File: config.mk
export PLATFORM = sky130hd
export DESIGN_NAME = modem_dial_command_builder
export DESIGN_NICKNAME = d
export VERILOG_FILES = /design/src/hdl/mdcb_pkg.sv /design/src/hdl/mdcb_cfg.sv /design/src/hdl/mdcb_expand.sv /design/src/hdl/mdcb_burst.sv /design/src/hdl/modem_dial_command_builder.sv
export SDC_FILE = /design/constraint.sdc
export NUM_CORES = 1
export LEC_CHECK = 0
export ABC_CLOCK_PERIOD_IN_PS = 4490
export BUFFER_PORTS_ARGS = -buffer_cell sky130_fd_sc_hd__buf_2
export CAP_MARGIN = 20
export CELL_PAD_IN_SITES_DETAIL_PLACEMENT = 0
export CELL_PAD_IN_SITES_GLOBAL_PLACEMENT = 1
export CORE_ASPECT_RATIO = 1.1
export CORE_MARGIN = 2
export CORE_UTILIZATION = 45
export DETAILED_ROUTE_END_ITERATION = 7
export GPL_TIMING_DRIVEN = 0
export PLACE_DENSITY = 0.91
export SKIP_CTS_REPAIR_TIMING = 1
export SLEW_MARGIN = 20
export SYNTH_ARGS = -nofsm -noshare
export SYNTH_HDL_FRONTEND = slang
export SYNTH_SLANG_ARGS = --single-unit
File: constraint.sdc
create_clock -name clk -period 4.49 [get_ports clk]
set_input_delay 0.898 -clock clk [delete_from_list [all_inputs] [get_ports clk]]
set_output_delay 0.898 -clock clk [all_outputs]
set_load 0.01 [all_outputs]
File: src/hdl/mdcb_pkg.sv
// Shared types and character constants for the dial command builder.
package mdcb_pkg;

    localparam int MaxBurst = 7;
    localparam int CntW     = 3;

    // Character codes
    localparam logic [7:0] CH_A     = 8'h41;
    localparam logic [7:0] CH_T     = 8'h54;
    localparam logic [7:0] CH_D     = 8'h44;
    localparam logic [7:0] CH_P     = 8'h50;
    localparam logic [7:0] CH_AT    = 8'h40;
    localparam logic [7:0] CH_COMMA = 8'h2c;
    localparam logic [7:0] CH_HASH  = 8'h23;
    localparam logic [7:0] CH_STAR  = 8'h2a;
    localparam logic [7:0] CH_ZERO  = 8'h30;
    localparam logic [7:0] CH_NINE  = 8'h39;
    localparam logic [7:0] CH_SEMI  = 8'h3b;
    localparam logic [7:0] CH_CR    = 8'h0d;

    // Item kinds
    localparam logic KIND_CHAR = 1'b0;
    localparam logic KIND_END  = 1'b1;

    // Register indexes (paddr bit 2)
    localparam logic REG_DIAL_MODE = 1'b0;
    localparam logic REG_MAX_LEN   = 1'b1;

    localparam logic [7:0] MAX_LEN_RESET = 8'd80;

    // Per-number state
    typedef struct packed {
        logic       prefix_sent;
        logic [7:0] emitted_count;
        logic       cut_off;
    } num_state_t;

    // Bytes produced by one item, oldest in slot 0
    typedef struct packed {
        logic [MaxBurst-1:0][7:0] bytes;
        logic [MaxBurst-1:0]      marks;
        logic [CntW-1:0]          cnt;
    } burst_t;

endpackage

File: src/hdl/mdcb_cfg.sv
// Configuration registers behind the APB-style port.
module mdcb_cfg
    import mdcb_pkg::*;
(
    input  logic        clk,
    input  logic        rst_n,
    input  logic        psel,
    input  logic        penable,
    input  logic        pwrite,
    input  logic [2:0]  paddr,
    input  logic [31:0] pwdata,
    output logic [31:0] prdata,
    output logic        pready,
    output logic        dial_mode,
    output logic [7:0]  max_len
);

    logic       dial_mode_reg;
    logic [7:0] max_len_reg;
    logic       wr_en;

    assign pready = 1'b1;
    assign wr_en  = psel && penable && pwrite;

    // Register writes
    always_ff @(posedge clk or negedge rst_n)
    begin
        if (!rst_n)
        begin
            dial_mode_reg <= 1'b0;
            max_len_reg   <= MAX_LEN_RESET;
        end
        else if (wr_en)
        begin
            case (paddr[2])
                REG_DIAL_MODE: dial_mode_reg <= pwdata[0];
                REG_MAX_LEN:   max_len_reg   <= pwdata[7:0];
                default:       ;
            endcase
        end
    end

    // Read mux
    always_comb
    begin
        case (paddr[2])
            REG_DIAL_MODE: prdata = {31'b0, dial_mode_reg};
            REG_MAX_LEN:   prdata = {24'b0, max_len_reg};
            default:       prdata = 32'b0;
        endcase
    end

    assign dial_mode = dial_mode_reg;
    assign max_len   = max_len_reg;

endmodule

File: src/hdl/mdcb_expand.sv
// Expands one item into its command bytes and computes the next number state.
module mdcb_expand
    import mdcb_pkg::*;
(
    input  logic       kind,
    input  logic [7:0] ch,
    input  logic       dial_mode,
    input  logic [7:0] max_len,
    input  num_state_t cur,
    output burst_t     burst,
    output num_state_t nxt
);

    always_comb
    begin
        logic [7:0]            lim;
        logic [2:0][7:0]       body;
        logic [1:0]            bn;
        logic [3:0][7:0]       pfx;
        logic [MaxBurst-1:0][7:0] cand;
        logic [CntW-1:0]       n;
        logic                  stop;
        logic                  cut;
        logic [8:0]            sum;
        logic [7:0]            newc;
        logic [7:0]            last_cnt;
        logic                  hit;

        lim  = (max_len == 8'd0) ? 8'd1 : max_len;
        body = '0;
        bn   = 2'd0;

        // Body bytes of the item
        if (kind == KIND_END)
        begin
            body[0] = CH_SEMI;
            body[1] = CH_CR;
            bn      = 2'd2;
        end
        else if ((ch >= CH_ZERO && ch <= CH_NINE) || ch == CH_COMMA
                 || ch == CH_HASH || ch == CH_STAR)
        begin
            body[0] = ch;
            bn      = 2'd1;
        end
        else if (ch == CH_AT)
        begin
            body[0] = CH_COMMA;
            body[1] = CH_COMMA;
            body[2] = CH_COMMA;
            bn      = 2'd3;
        end
        else if (ch == CH_P || ch == CH_T)
        begin
            body[0] = CH_D;
            body[1] = ch;
            bn      = 2'd2;
        end

        // Prefix goes first on the first item of a number
        pfx[0] = CH_A;
        pfx[1] = CH_T;
        pfx[2] = CH_D;
        pfx[3] = dial_mode ? CH_P : CH_T;
        cand   = '0;
        if (cur.prefix_sent)
        begin
            cand[2:0] = body;
            n         = {1'b0, bn};
        end
        else
        begin
            cand[3:0] = pfx;
            cand[6:4] = body;
            n         = {1'b0, bn} + 3'd4;
        end

        // Length check per byte; stop after the cut point
        burst.bytes = cand;
        burst.marks = '0;
        burst.cnt   = '0;
        stop        = 1'b0;
        cut         = cur.cut_off;
        last_cnt    = cur.emitted_count;
        for (int k = 0; k < MaxBurst; k++)
        begin
            sum  = {1'b0, cur.emitted_count} + 9'(k + 1);
            newc = sum[8] ? 8'hff : sum[7:0];
            hit  = newc >= lim;
            if (!cur.cut_off && !stop && CntW'(k) < n)
            begin
                burst.cnt      = CntW'(k + 1);
                last_cnt       = newc;
                burst.marks[k] = hit || (kind == KIND_END && CntW'(k) == n - 3'd1);
                if (hit)
                begin
                    stop = 1'b1;
                    cut  = 1'b1;
                end
            end
        end

        // End item returns the number state to reset
        if (kind == KIND_END)
        begin
            nxt = '0;
        end
        else
        begin
            nxt.prefix_sent   = 1'b1;
            nxt.emitted_count = last_cnt;
            nxt.cut_off       = cut;
        end
    end

endmodule

File: src/hdl/mdcb_burst.sv
// Output buffer: holds one item's bytes and shifts them out one beat a cycle while out_ready is high.
module mdcb_burst
    import mdcb_pkg::*;
(
    input  logic       clk,
    input  logic       rst_n,
    input  logic       load,
    input  burst_t     burst,
    output logic       can_load,
    output logic       out_valid,
    input  logic       out_ready,
    output logic [7:0] out_byte,
    output logic       last
);

    logic [MaxBurst-1:0][7:0] bytes_reg;
    logic [MaxBurst-1:0]      marks_reg;
    logic [CntW-1:0]          cnt_reg;
    logic                     beat;

    assign out_valid = cnt_reg != '0;
    assign beat      = out_valid && out_ready;
    assign can_load  = (cnt_reg == '0) || (cnt_reg == CntW'(1) && out_ready);
    assign out_byte  = bytes_reg[0];
    assign last      = marks_reg[0];

    // Fill count
    always_ff @(posedge clk or negedge rst_n)
    begin
        if (!rst_n)
        begin
            cnt_reg <= '0;
        end
        else if (load)
        begin
            cnt_reg <= burst.cnt;
        end
        else if (beat)
        begin
            cnt_reg <= cnt_reg - CntW'(1);
        end
    end

    // Byte slots
    always_ff @(posedge clk)
    begin
        if (load)
        begin
            bytes_reg <= burst.bytes;
            marks_reg <= burst.marks;
        end
        else if (beat)
        begin
            bytes_reg <= {8'h00, bytes_reg[MaxBurst-1:1]};
            marks_reg <= {1'b0, marks_reg[MaxBurst-1:1]};
        end
    end

endmodule

File: src/hdl/modem_dial_command_builder.sv
// An item passes through the input register, then the burst buffer, before its first
// byte is valid; the burst buffer may hold it back while the previous item drains.
// Throughput: one output beat per cycle while out_ready is high; an item is taken every
// cycle while each gives at most one byte and out_ready is high, otherwise the next item
// waits until the burst buffer is shifting out the last byte (of up to 7) of the one before.
// Reset (rst_n, async low): dial_mode 0, max_len 80, number state cleared.
module modem_dial_command_builder
    import mdcb_pkg::*;
(
    input  logic        clk,
    input  logic        rst_n,
    input  logic        in_valid,
    output logic        in_ready,
    input  logic        kind,
    input  logic [7:0]  ch,
    output logic        out_valid,
    input  logic        out_ready,
    output logic [7:0]  out_byte,
    output logic        last,
    input  logic        psel,
    input  logic        penable,
    input  logic        pwrite,
    input  logic [2:0]  paddr,
    input  logic [31:0] pwdata,
    output logic [31:0] prdata,
    output logic        pready
);

    logic       dial_mode;
    logic [7:0] max_len;
    logic       item_valid_reg;
    logic       kind_reg;
    logic [7:0] ch_reg;
    num_state_t state_reg;
    num_state_t state_next;
    burst_t     burst;
    logic       can_load;
    logic       consume;

    mdcb_cfg u_cfg (
        .clk       (clk),
        .rst_n     (rst_n),
        .psel      (psel),
        .penable   (penable),
        .pwrite    (pwrite),
        .paddr     (paddr),
        .pwdata    (pwdata),
        .prdata    (prdata),
        .pready    (pready),
        .dial_mode (dial_mode),
        .max_len   (max_len)
    );

    // Input register
    assign consume  = item_valid_reg && can_load;
    assign in_ready = !item_valid_reg || consume;

    always_ff @(posedge clk or negedge rst_n)
    begin
        if (!rst_n)
        begin
            item_valid_reg <= 1'b0;
        end
        else if (in_ready)
        begin
            item_valid_reg <= in_valid;
        end
    end

    always_ff @(posedge clk)
    begin
        if (in_valid && in_ready)
        begin
            kind_reg <= kind;
            ch_reg   <= ch;
        end
    end

    mdcb_expand u_expand (
        .kind      (kind_reg),
        .ch        (ch_reg),
        .dial_mode (dial_mode),
        .max_len   (max_len),
        .cur       (state_reg),
        .burst     (burst),
        .nxt       (state_next)
    );

    // Number state advances when an item moves into the burst buffer
    always_ff @(posedge clk or negedge rst_n)
    begin
        if (!rst_n)
        begin
            state_reg <= '0;
        end
        else if (consume)
        begin
            state_reg <= state_next;
        end
    end

    mdcb_burst u_burst (
        .clk       (clk),
        .rst_n     (rst_n),
        .load      (consume),
        .burst     (burst),
        .can_load  (can_load),
        .out_valid (out_valid),
        .out_ready (out_ready),
        .out_byte  (out_byte),
        .last      (last)
    );

    // Cut implies the prefix has gone out
    a_cut_after_prefix: assert property (@(posedge clk) disable iff (!rst_n)
        state_reg.cut_off |-> state_reg.prefix_sent)
        else $error("cut_off set without prefix");

    // A cut number has emitted at least one byte
    a_cut_nonzero: assert property (@(posedge clk) disable iff (!rst_n)
        state_reg.cut_off |-> state_reg.emitted_count != 8'd0)
        else $error("cut_off with zero count");

    // End item clears the number state
    a_end_clears: assert property (@(posedge clk) disable iff (!rst_n)
        (consume && kind_reg == KIND_END) |=> state_reg == '0)
        else $error("number state not cleared at end");

    // A cut-off number emits no further bytes
    a_no_bytes_after_cut: assert property (@(posedge clk) disable iff (!rst_n)
        (consume && state_reg.cut_off) |=> !out_valid)
        else $error("bytes emitted after cut");

endmodule

-- Word-level counts from Yosys, hierarchy flattened
Index checks and enable logic that the tools add are counted.
W data, S select, Z words.
- flip-flop bits (word level): 95
- input bits: 51
- word-level logic and storage cells: 191
- multiplexer cells: 77
- eq/ne operators: 13
- order comparisons: 16
- add/sub/neg operators: 10
- reductions and logical operators: 57
- bitwise logic cells: 1
- operators with widths (kind ; count):
    $mux W8 ; 17
    $mux W56 ; 2
    $pmux W32 S2 ; 1
    $ge A8 B8 Y1 ; 7
    $mux W16 ; 3
    $add A8 B3 Y9 const B ; 4
    $mux W1 ; 32
    $mux W32 ; 1
    $mux W3 ; 10
    $logic_and A1 B1 Y1 ; 27
    $eq A8 B6 Y1 const B ; 3
    $eq A8 B7 Y1 const B ; 3
    $mux W24 ; 1
    $add A8 B2 Y9 const B ; 2
    $mux W14 ; 1
    $mux W7 ; 2
    $logic_or A1 B1 Y1 ; 13
    $mux W10 ; 1
    $add A8 B1 Y9 const B ; 1
    $eq A3 B3 Y1 const A ; 3
    $lt A3 B3 Y1 const A ; 3
    $ge A8 B6 Y1 const B ; 1
    $le A8 B6 Y1 const B ; 1
    $logic_not A1 Y1 ; 8
    other kinds (17) ; 27

-- Longest topological paths before layout
- depth in word-level cells: 37
- mapped depth: 17
- mapped depth without buffers: 15

-- Modules after synthesis
From an unflattened synthesis, not the netlist that was laid out.
- cells, all modules: 801
- area, all modules: 8212.9 µm²
- by module, submodules not included (module ; cells an instance ; area each (µm²) ; times used ; sequential area each (µm²)):
    mdcb_expand ; 540 ; 3679.8 ; 1 ; 0.0
    mdcb_burst ; 169 ; 3171.8 ; 1 ; 1966.9
    modem_dial_command_builder ; 36 ; 732.0 ; 1 ; 545.5
    mdcb_cfg ; 56 ; 629.4 ; 1 ; 227.7

-- Worst setup path before layout
No wires, ideal clock.
- path type: reg2reg
- start: reg state_reg[3] in the netlist's numbering
- end: reg state_reg[0] in the netlist's numbering
- arrival time: 3.776 ns
- library setup time: 0.082 ns
- data required time: 4.408 ns
- stages on the path, launching flop included: 16
- path buffers: 3
- slack: 0.633 ns
- cells stage by stage: dfrtp_1 > ha_1 > clkbuf_1 > clkbuf_1 > nand4_1 > clkbuf_1 > nand2_1 > ha_1 > a2111oi_0 > nand2_1 > a41oi_1 > nor3_1 > nor3b_2 > nand2_1 > or4_1 > a31oi_1
- longest elaborated chain between the ends: 30
- elaborated cells between the ends (all ways): 66
- RTL lines (element ; line ; RTL):
    from (decl) ; modem_dial_command_builder.sv:34 ; num_state_t state_reg;
    from (signal assigned) ; modem_dial_command_builder.sv:98 ; state_reg <= state_next;
    $add A8 B1 Y9 ; mdcb_expand.sv:87 ; sum = {1'b0, cur.emitted_count} + 9'(k + 1);
    $mux W8 ; mdcb_expand.sv:88 ; newc = sum[8] ? 8'hff : sum[7:0];
    $ge A8 B8 Y1 ; mdcb_expand.sv:89 ; hit = newc >= lim;
    $mux W1 ; mdcb_expand.sv:95 ; if (hit)
    $mux W1 ; mdcb_expand.sv:90 ; if (!cur.cut_off && !stop && CntW'(k) < n)
    $logic_not A1 Y1 ; mdcb_expand.sv:90 ;
    $logic_and A1 B1 Y1 (2 in series) ; mdcb_expand.sv:90 ;
    $mux W1 ; mdcb_expand.sv:90 ;
    [... 11 more ...] ; -- ;
    $mux W1 ; mdcb_expand.sv:90 ;
    $logic_not A1 Y1 ; mdcb_expand.sv:90 ;
    $logic_and A1 B1 Y1 (2 in series) ; mdcb_expand.sv:90 ;
    $mux W1 ; mdcb_expand.sv:90 ;
    $logic_not A1 Y1 ; mdcb_expand.sv:90 ;
    $logic_and A1 B1 Y1 (2 in series) ; mdcb_expand.sv:90 ;
    $mux W1 (*) ; mdcb_expand.sv:90 ;
    $mux W10 (*) ; mdcb_expand.sv:104 ; if (kind == KIND_END)
Mark *: on every way between the ends. The rest lies on a longest branch, timed or not.
A chain may end at the register's enable or synchronous reset.

-- Worst setup path in the final report
- start: reg state_reg[3] in the netlist's numbering
- end: reg state_reg[1] in the netlist's numbering
- longest elaborated chain between the ends: 30
- elaborated cells between the ends (all ways): 60
- RTL lines (element ; line):
    $add A8 B1 Y9 ; mdcb_expand.sv:87
    $mux W8 ; mdcb_expand.sv:88
    $ge A8 B8 Y1 ; mdcb_expand.sv:89
    $mux W1 ; mdcb_expand.sv:95
    $mux W1 ; mdcb_expand.sv:90
    $logic_not A1 Y1 ; mdcb_expand.sv:90
    $logic_and A1 B1 Y1 (2 in series) ; mdcb_expand.sv:90
    $mux W1 ; mdcb_expand.sv:90
    [... 11 more ...] ; --
    $mux W1 ; mdcb_expand.sv:90
    $logic_not A1 Y1 ; mdcb_expand.sv:90
    $logic_and A1 B1 Y1 (2 in series) ; mdcb_expand.sv:90
    $mux W1 ; mdcb_expand.sv:90
    $logic_not A1 Y1 ; mdcb_expand.sv:90
    $logic_and A1 B1 Y1 (2 in series) ; mdcb_expand.sv:90
    $reduce_bool A8 Y1 (no source line) / $mux W8 (equally long branches) ; --
    $reduce_and A2 Y1 (no source line) / $mux W10 (equally long branches) ; --
Parallel ways exist; a longest one is shown, timed or not. The select of a mux whose other input is x is not followed.

==> insert_results.sql <==
INSERT INTO impl_metrics (metric_group, metric, value, unit) VALUES
('run_status', 'status', 'completed', ''),
('setup_path', 'worst-path-buf-inv', '3', ''),
('routing', 'length_of_the_first_detailed_routing_pass_in_iterations', '5', ''),
('sta', 'min_period_over_period', '94.8', '%'),
('floorplanning', 'num_io_pins', '95', ''),
('synthesis', 'synthDistinctLibCells', '68', ''),
('sta', 'fin_crit', '4.26', 'ns'),
('final_layout', 'largest_reg_flops', '41', ''),
('synthesis', 'synth_flop_cell', 'sky130_fd_sc_hd__edfxtp_1', ''),
('sta', 'grt_setup_unrepaired', 'no', ''),
('placement', 'io_buffer_count', '42', ''),
('global_route', 'groute.usage.overall', '22.5', '%'),
('sta', 'max_freq', '235', 'MHz'),
('clocking', 'clock_tree.buffer_depth', '2', ''),
('routing', 'route.final.wire_length', '17900', 'um'),
('hold_path', 'hold_wc_startpoint', 'u_burst.bytes_reg[30]$_DFFE_PP_', ''),
('setup_path', 'critical_path.slowest_cell', 'sky130_fd_sc_hd__dfrtp_1', ''),
('sta', 'finalClockSkew', '0.00919', 'ns'),
('hold_path', 'min_path_cells', '2', ''),
('synthesis', 'yosysWarningCount', '0', ''),
('power_and_ir_drop', 'worst_ir_drop_vdd', '0.000341', 'V'),
('setup_path', 'worstSetupPathType', 'reg -> reg', ''),
('setup_path', 'worst_setup_path_start_kind', 'register', ''),
('setup_path', 'max_fanout_on_critical_path', '10', ''),
('final_layout', 'layout-drive-gt1-share', '19.2', '%'),
('clocking', 'clkTransAtPathRegs', '0.07', 'ns'),
('floorplanning', 'fp-row-count', '47', ''),
('global_route', 'first_global_vias', '5351', ''),
('global_route', 'grt_start_max_net_pins', '62', ''),
('final_layout', 'antenna_cells_inserted', '0', ''),
('synthesis', 'synthArstFlopShare', '26.1', '%'),
('sta', 'finalMaxSlewViolations', '0', ''),
('routing', 'wire_per_inst', '17.7', 'um'),
('final_layout', 'layout.nets', '931', ''),
('setup_path', 'crit_path_max_incr_delay', '0.41', 'ns'),
('floorplanning', 'core_area', '0.0149', 'mm2'),
('routing', 'drt-initial-drc-count', '471', ''),
('floorplanning', 'die-area', '0.0161', 'mm2'),
('routing', 'routed-via-count', '5764', ''),
('synthesis', 'syn-mean-instance-area', '9.34', 'um2'),
('floorplanning', 'initial_core_utilization', '45.6', '%'),
('hold_path', 'hold_end', 'u_burst.bytes_reg[22]$_DFFE_PP_', ''),
('final_layout', 'fill_cells', '1411', ''),
('routing', 'drt.antenna.violating_nets', '0', ''),
('clocking', 'htree_levels', '3', ''),
('setup_path', 'end_kind', 'register', ''),
('synthesis', 'synth_top_area_cell', 'sky130_fd_sc_hd__edfxtp_1', ''),
('power_and_ir_drop', 'static-leakage-power', '3.48', 'nW'),
('synthesis', 'synth_area', '0.00682', 'mm2'),
('clocking', 'worst_skew_pair.late_latency', '0.35', 'ns'),
('synthesis', 'synth_seq_area_share', '37.1', '%'),
('placement', 'place_inst', '993', ''),
('hold_path', 'timing.hold.worst.class', 'reg -> reg', ''),
('floorplanning', 'die-width', '121', 'um'),
('synthesis', 'ys_seq_elements', '88', ''),
('clocking', 'tritoncts', 'yes', ''),
('job', 'cap_violations', '0', ''),
('synthesis', 'synth_edf_count', '65', ''),
('setup_path', 'data_required_time_at_the_worst_endpoint', '4.75', 'ns'),
('clocking', 'cts-buffers-inserted', '9', ''),
('setup_path', 'reg2reg_setup_slack', '0.23', 'ns'),
('routing', 'avgViaCountPerCell', '5.70', ''),
('final_layout', 'area_growth_syn_to_layout', '14.8', '%'),
('setup_path', 'crit-reg2reg-launch', 'state_reg[3]$_DFFE_PN0P_', ''),
('setup_path', 'cp_cell_sequence', 'ha_2 -> clkbuf_2 -> nand4_1 -> buf_4 -> o21ai_0 -> ha_1 -> a2111oi_1 -> nand2_1 -> a41oi_1 -> or2_2 -> and4_1 -> buf_2 -> nor3b_4 -> o311ai_1 -> o211ai_1', ''),
('synthesis', 'synthCells', '730', ''),
('placement', 'detailedPlacementHpwl', '13400', 'um'),
('setup_path', 'worst_path_dominant_cell_family', 'simple AND/OR/NAND/NOR gates', ''),
('sta', 'worst_slew_margin_rel', '48.3', '%'),
('sta', 'max_slew.worst_pin.slew', '0.775', 'ns'),
('synthesis', 'yosys-top-cells-area', 'sky130_fd_sc_hd__edfxtp_1 29%, sky130_fd_sc_hd__ha_1 13%, sky130_fd_sc_hd__dfrtp_1 7.7%', '');
-- cells in the final DEF (no fill, tap or decap), types with 24 or more instances in the layout --
cell	instances
sky130_fd_sc_hd__buf_2	46
sky130_fd_sc_hd__nand2_1	82
sky130_fd_sc_hd__edfxtp_1	65
sky130_fd_sc_hd__o21ai_0	39
sky130_fd_sc_hd__mux2_2	27
sky130_fd_sc_hd__conb_1	27
sky130_fd_sc_hd__and2_1	26
sky130_fd_sc_hd__a21oi_1	29
sky130_fd_sc_hd__nor2_1	59
sky130_fd_sc_hd__nand3_1	24
sky130_fd_sc_hd__buf_4	37
sky130_fd_sc_hd__ha_1	68
-- logic make-up after synthesis --
family          after synthesis  share of synthesized area, %
simple gates                248                          17.8
fa+ha+maj                    69                          12.7
mux                          34                          5.51
compound gates              180                          17.8
other cells                   2                         0.110
flops                        88                          37.1
xor+xnor                     16                          2.06
buf+inv                      93                          6.98
-- power breakdown --
group,switching (mW),internal [mW]
clock,0.331,0.607
combinational,1.83,1.21
sequential,0.138,1.35
total,2.30,3.17
-- stage by stage --
step           area (um2)  TNS [ns]  util [%]  hold slack [ns]  setup slack [ns]
2_1_floorplan        6910         0         -            0.489             0.633
3_3_place_gp         7360     -4.57      49.3            0.497            -0.523
3_5_place_dp         7370     -5.39      49.3            0.508            -0.603
4_1_cts              7740     -5.80      51.8            0.517            -0.633
5_1_grt              7830         0      52.4            0.536            0.0120
6_report             7830         0      52.4            0.522             0.233
-- per-layer routing --
metal | up-vias | routed length [um] | GRT usage [%]
li1 | 2777 | - | -
met1 | 2729 | 7420 | 29.0
met2 | 212 | 8950 | 37.5
met3 | 46 | 931 | 3.92
met4 | 0 | 604 | 8.68
met5 | - | 0 | 0
-- layout make-up --
class / count / area [um2] / share of cell area (%)
tap: 196 / 245 / 3.13
buffer: 73 / 419 / 5.36
multi-input combinational: 574 / 3950 / 50.5
sequential: 88 / 2530 / 32.3
inverter: 19 / 71.3 / 0.911
timing repair buffer: 46 / 240 / 3.07
clock inverter: 6 / 140 / 1.79
clock buffer: 10 / 229 / 2.93
-- cell usage after synthesis (21+ instances only) --
cell type                  count
sky130_fd_sc_hd__clkbuf_1     33
sky130_fd_sc_hd__edfxtp_1     65
sky130_fd_sc_hd__buf_4        33
sky130_fd_sc_hd__mux2_2       28
sky130_fd_sc_hd__dfrtp_1      21
sky130_fd_sc_hd__a21oi_1      30
sky130_fd_sc_hd__ha_1         69
sky130_fd_sc_hd__and2_1       26
sky130_fd_sc_hd__o21ai_0      39
sky130_fd_sc_hd__nand2_1      83
sky130_fd_sc_hd__nand3_1      24
sky130_fd_sc_hd__nor2_1       59
-- tightest hold or removal path, cell delays in order, from the launching register on --
cell                       delay [ns]
sky130_fd_sc_hd__edfxtp_1        0.32
sky130_fd_sc_hd__nand2_1         0.05
sky130_fd_sc_hd__nand2_1         0.05
-- worst max path at each step --
stage                             startpoint                              to  slack, ns  cells after the start
detailed placement  state_reg[3]$_DFFE_PN0P_        state_reg[2]$_DFFE_PN0P_      -0.60                     15
CTS                 state_reg[3]$_DFFE_PN0P_        state_reg[2]$_DFFE_PN0P_      -0.63                     15
global placement    state_reg[4]$_DFFE_PN0P_        state_reg[2]$_DFFE_PN0P_      -0.52                     15
global route        state_reg[2]$_DFFE_PN0P_  u_burst.cnt_reg[1]$_DFFE_PN0P_       0.01                     17
finish              state_reg[3]$_DFFE_PN0P_        state_reg[1]$_DFFE_PN0P_       0.23                     15
floorplan           state_reg[3]$_DFFE_PN0P_        state_reg[0]$_DFFE_PN0P_       0.63                     15
Note: power is estimated with default switching activity, not from simulation.
